<file path="config.mk">
export PLATFORM = sky130hd
export DESIGN_NAME = mct_out
export DESIGN_NICKNAME = d
export VERILOG_FILES = /design/src/rtl/mct_pkg.sv /design/src/rtl/mct_out.sv
export SDC_FILE = /design/constraint.sdc
export NUM_CORES = 1
export LEC_CHECK = 0
export BUFFER_PORTS_ARGS = -buffer_cell sky130_fd_sc_hd__buf_2
export CELL_PAD_IN_SITES_DETAIL_PLACEMENT = 0
export CELL_PAD_IN_SITES_GLOBAL_PLACEMENT = 1
export CORE_MARGIN = 2
export CORE_UTILIZATION = 30
export CTS_BUF_LIST = sky130_fd_sc_hd__clkbuf_4 sky130_fd_sc_hd__clkbuf_8
export DETAILED_ROUTE_END_ITERATION = 8
export GPL_TIMING_DRIVEN = 0
export PLACE_DENSITY = 0.7
export REMOVE_ABC_BUFFERS = 1
export SYNTH_ARGS = -nofsm -noshare
export SYNTH_HDL_FRONTEND = slang
export SYNTH_SLANG_ARGS = --single-unit
</file>
<file path="constraint.sdc">
create_clock -name clk -period 2.63 [get_ports clk]
set_input_delay 0.263 -clock clk [delete_from_list [all_inputs] [get_ports clk]]
set_output_delay 0.263 -clock clk [all_outputs]
set_load 0.02 [all_outputs]
</file>
<file path="src/rtl/mct_pkg.sv">
// Shared types and codes for the motion command table.
// No dependencies; used by every module of the block but mct_ram.
`default_nettype none

package mct_pkg;

	localparam logic [7:0] ID_IMMEDIATE = 8'hfe;
	localparam logic [7:0] ID_GENERAL   = 8'hff;
	localparam logic [7:0] ID_NO_TASK   = 8'hff;

	localparam logic [2:0] ACT_INSERT     = 3'd0;
	localparam logic [2:0] ACT_DELETE     = 3'd1;
	localparam logic [2:0] ACT_UPDATE     = 3'd2;
	localparam logic [2:0] ACT_DELETE_ALL = 3'd3;

	localparam logic [2:0] ST_ACK       = 3'd0;
	localparam logic [2:0] ST_PROTOCOL  = 3'd1;
	localparam logic [2:0] ST_OVERFLOW  = 3'd2;
	localparam logic [2:0] ST_NOT_FOUND = 3'd3;
	localparam logic [2:0] ST_COMPLETE  = 3'd4;
	localparam logic [2:0] ST_NO_TASK   = 3'd5;

	localparam logic [2:0] DIR_FORWARD  = 3'd0;
	localparam logic [2:0] DIR_BACKWARD = 3'd1;
	localparam logic [2:0] DIR_CW       = 3'd2;
	localparam logic [2:0] DIR_ACW      = 3'd3;

	typedef struct packed {
		logic [7:0]  id;
		logic [2:0]  dir;
		logic [7:0]  duty_l;
		logic [7:0]  duty_r;
		logic [15:0] dur;
	} entry_t;

	localparam int ENTRY_W = $bits(entry_t);

	typedef struct packed {
		logic        func;
		logic [2:0]  action;
		logic [7:0]  cmd_id;
		logic [2:0]  direction;
		logic [7:0]  duty_left;
		logic [7:0]  duty_right;
		logic [15:0] duration;
	} item_t;

	typedef struct packed {
		logic [7:0]  result_id;
		logic [2:0]  status;
		logic [15:0] run_time;
		logic        drive_valid;
		logic        left_forward;
		logic        right_forward;
		logic [7:0]  left_duty;
		logic [7:0]  right_duty;
		logic [7:0]  exec_position;
	} result_t;

	typedef enum logic [2:0] {
		S_IDLE,
		S_DECODE,
		S_EXEC,
		S_SRCH,
		S_SHIFT,
		S_DONE
	} seq_state_t;

endpackage

`default_nettype wire

</file>
<file path="src/rtl/mct_out.sv">
// Output register for the motion command table result channel.
// Depends on mct_pkg.
`default_nettype none

module mct_out (
	input  wire logic             clk,
	input  wire logic             arst_n,
	input  wire logic             res_valid,
	input  wire mct_pkg::result_t res,
	output logic                  res_ready,
	input  wire logic             out_stall,
	output logic                  out_valid,
	output mct_pkg::result_t      out_res
);

	logic             valid_q;
	mct_pkg::result_t data_q;

	// free when empty or when the held result is transferred this cycle
	assign res_ready = !valid_q || !out_stall;
	assign out_valid = valid_q;
	assign out_res   = data_q;

	always_ff @(posedge clk or negedge arst_n) begin
		if (!arst_n) begin
			valid_q <= 1'b0;
		end else if (res_ready) begin
			valid_q <= res_valid;
		end
	end

	always_ff @(posedge clk) begin
		if (res_ready && res_valid) begin
			data_q <= res;
		end
	end

endmodule

`default_nettype wire

</file>
Word level (Yosys, flattened, before mapping)
Cells that the tools add are included.
{"block": "totals", "ff_bits": 55}
{"block": "op_classes", "reduce_logical": 4}
{"op": "$logic_not 1->1", "n": 2}
{"op": "$logic_and 1x1->1", "n": 1}
{"op": "$logic_or 1x1->1", "n": 1}

Logic depth before layout (Yosys ltp)
{"block": "depth", "depth_word": 3, "ltp_mapped": 1}

Least setup slack after synthesis
OpenSTA, ideal clock, no wires.
{"block": "synth_path", "path_type": "register to register", "startpoint": "register valid_q, in the netlist out_valid", "endpoint": "register data_q, in the netlist out_res[0], enable pin", "setup_ps": 430, "path_buffers": 0, "t_arrival_ps": 1984, "t_required_ps": 2200, "path_slack_ps": 216, "stages_incl_launch_ff": 2, "synth_period_minus_slack_ps": 2414, "cell_sequence": "dfrtp_1 -> a21boi_2"}
{"block": "synth_via", "elab_chain_cells": 3}
{"element": "start, declared", "line_no": "mct_out.sv:16", "text": "logic valid_q;"}
{"element": "start signal, assigned", "line_no": "mct_out.sv:28", "text": "valid_q <= res_valid;"}
{"element": "$logic_not 1->1", "line_no": "mct_out.sv:20", "text": "assign res_ready = !valid_q || !out_stall;"}
{"element": "$logic_or 1x1->1", "line_no": "mct_out.sv:20"}
{"element": "$logic_and 1x1->1", "line_no": "mct_out.sv:33", "text": "if (res_ready && res_valid) begin"}
{"element": "end signal, assigned", "line_no": "mct_out.sv:34", "text": "data_q <= res;"}
{"element": "end, declared", "line_no": "mct_out.sv:17", "text": "mct_pkg::result_t data_q;"}
Every way passes these cells.
A chain may end at the register's enable or synchronous reset.

Worst setup path after layout
{"block": "layout_path", "startpoint": "register valid_q, in the netlist out_valid", "endpoint": "register data_q, in the netlist out_res[3], enable pin"}
The elaborated chain is that of the path after synthesis.

==> impl_metrics.py <==
metrics = {
    "synth": {
        "synth_area_um2": 1670,
        "synth-xor-area-share": 0,
        "ys_ff_latch": 55,
        "synth_compound_area_frac": 0.0112,
        "synth.distinct_cells": 5,
        "seq_area_frac_synth": 0.987,
        "synth_mux_area_frac": 0,
        "yosysWarnings": 0,
        "synth_top_family_by_area": "compound AO/OA/AOI/OAI gates",
        "synth.avg_cell_area_um2": 28.8,
        "synth-simple-area-share": 0.00225,
        "synthAdderAreaFrac": 0,
        "syn_inst": 58,
    },
    "grt": {
        "grt_start_max_net_pins": 31,
        "grt_pass1_wl_um": 4680,
        "track_usage": 0.103,
        "grt-ovfl-total": 0,
        "antenna_found_initial": 0,
        "grt_pass1_vias": 1000,
    },
    "route": {
        "drt_iter0_drc": 5,
        "drt_first_pass_iters": 2,
        "wl_um": 3150,
        "route.detailed.drc": 0,
        "routedWlPerCell_um": 12.5,
        "via_per_inst": 3.95,
        "vias": 1000,
        "drtAntennaViolNets": 0,
    },
    "die": {
        "core_area_um2": 5440,
        "die_y_um": 78.6,
        "start_util": 0.307,
        "rows": 27,
        "io_pins": 114,
        "die_area_um2": 6180,
        "die_x_um": 78.6,
    },
    "placed_design": {
        "place.gp.congestion": 0.634,
        "dp_hpwl_um": 2420,
        "placed_cell_area_um2": 2350,
        "io_buffers": 113,
    },
    "critical_path": {
        "required_ns": 2.63,
        "setup.worst_path.start": "out_valid",
        "path_class": "flop to flop",
        "r2r-start": "out_valid",
        "crit_buf_inv": 1,
        "crit_path_end_kind": "flop",
        "path_delay_family": "compound AO/OA/AOI/OAI gates",
        "critPathMaxFanout": 30,
        "cp_slowest_stage_delay_ns": 0.68,
        "cp.arrival_ns": 1.72,
        "crit_slowest_cell": "a21boi_4",
        "worstSetupStartpointType": "flop",
        "path_cells": "a21boi_4, buf_12",
    },
    "cts": {
        "cts_tree": "built",
        "post_cts_resize_count": 0,
        "cts.path.max_buffers": 2,
        "h-tree-depth": 2,
        "clock_latency_ns": 0.30,
        "clkSinkCount": 55,
        "cts_buffers": 5,
        "cts_root_buf": "clkbuf_8",
        "clk_pin_slew_ns": 0.09,
    },
    "sta": {
        "worst_pin_slew_ns": 0.831,
        "rsz0062_at_grt": "no",
        "period_share": 0.653,
        "hold_viol_final": 0,
        "max_freq_mhz": 582,
        "finClkSkew_ns": 0.0108,
        "relSlewSlack": 0.445,
        "layout_min_cycle_time_ns": 1.72,
        "finalSetupViolCount": 0,
        "maxSlewViolCount": 0,
    },
    "final_layout": {
        "multi_input_area_um2": 30.0,
        "syn2layout_area_growth_pct": 49.7,
        "stdcell_area_um2": 2500,
        "drive_gt1_frac": 0.680,
        "n_antenna_cell": 0,
        "fill_cells": 496,
        "regArea_um2": 1650,
        "fin_nets": 238,
    },
    "worst_hold_path": {
        "hp-class": "input pin to flop",
        "hp-start": "res[35]",
    },
    "pwr": {
        "total_power_w": 0.00184,
        "power_per_cell_area_nw_per_um2": 737,
        "leakagePower_nw": 1.07,
        "ir_worst_vdd_v": 0.000395,
    },
    "run_status": {
        "status": "complete, no violations",
    },
    "job": {
        "max-cap-violations": 0,
    },
}
[cell usage in the layout, fill, tap and decap left out, drive strengths merged]
cell         count
bufinv           2
dlygate4sd3      1
edfxtp          54
a21o             1
a21boi           1
clkbuf           6
nand2            1
dfrtp            1
buf            114
[Yosys cell counts]
library cell / n / area share
dfrtp_1: 1 / 0.015
a21boi_2: 1 / 0.0067
nand2_1: 1 / 0.0022
a21o_1: 1 / 0.0045
edfxtp_1: 54 / 0.97
[metal layers]
metal | up-vias | track usage | part of all wire
met5 | - | 0 | 0
met4 | 0 | 0.0421 | 0.013
met3 | 4 | 0.0552 | 0.12
met2 | 68 | 0.164 | 0.50
met1 | 455 | 0.116 | 0.37
li1 | 473 | - | -
[report_power, final]
group | internal, W | switching (W) | total (W)
sequential | 0.00102 | 0.0000110 | 0.00103
combinational | 0.0000666 | 0.000108 | 0.000175
clock | 0.000391 | 0.000246 | 0.000636
total | 0.00148 | 0.000365 | 0.00184
[timing repair]
item,4_1_cts,5_1_grt
hold buffers,1,0
setup buffers,0,0
hold endpoints to repair,1,0
[worst register-to-register path, stage by stage (launching register included)]
cell	delay, ns
dfrtp_1	0.44
a21boi_4	0.68
buf_12	0.28
[through the flow]
stage | worst slack (ns) | hold slack, ns | TNS [ns] | std cells | utilization
floorplan | 0.216 | -0.0326 | 0 | 58 | -
global placement | -0.279 | 0.0388 | -14.96 | 243 | 0.427
detailed placement | 0.909 | 0.0400 | 0 | 244 | 0.432
CTS | 0.885 | 0.118 | 0 | 253 | 0.459
global route | 0.788 | 0.106 | 0 | 253 | 0.459
finish | 0.912 | 0.134 | 0 | 253 | 0.459
[kinds of logic after synthesis]
kind of cell,count (synthesis)
flip-flops,55
AO/OA/AOI/OAI,2
AND/OR/NAND/NOR,1
[final timing paths]
kind,endpoint,slack [ns],cells after the start
setup / recovery,out_res[3],0.91,2
hold / removal,out_res[35],0.13,1
setup reg to reg,out_res[3],0.91,2
hold reg to reg,out_valid,0.60,1
max in group asynchronous,out_valid,2.30,2
min in group asynchronous,out_valid,0.25,2
[registers in the layout (all words and copies together) (netlist names)]
signal     flops
out_res       54
out_valid      1
[layout make-up]
cell class / count / share of cell area
Sequential cell: 55 / 0.659
Timing Repair Buffer: 115 / 0.238
Tap cell: 72 / 0.0361
Clock buffer: 6 / 0.0305
Clock inverter: 2 / 0.0240
Multi-Input combinational cell: 3 / 0.0120
Power figures use the tool's default switching activity.
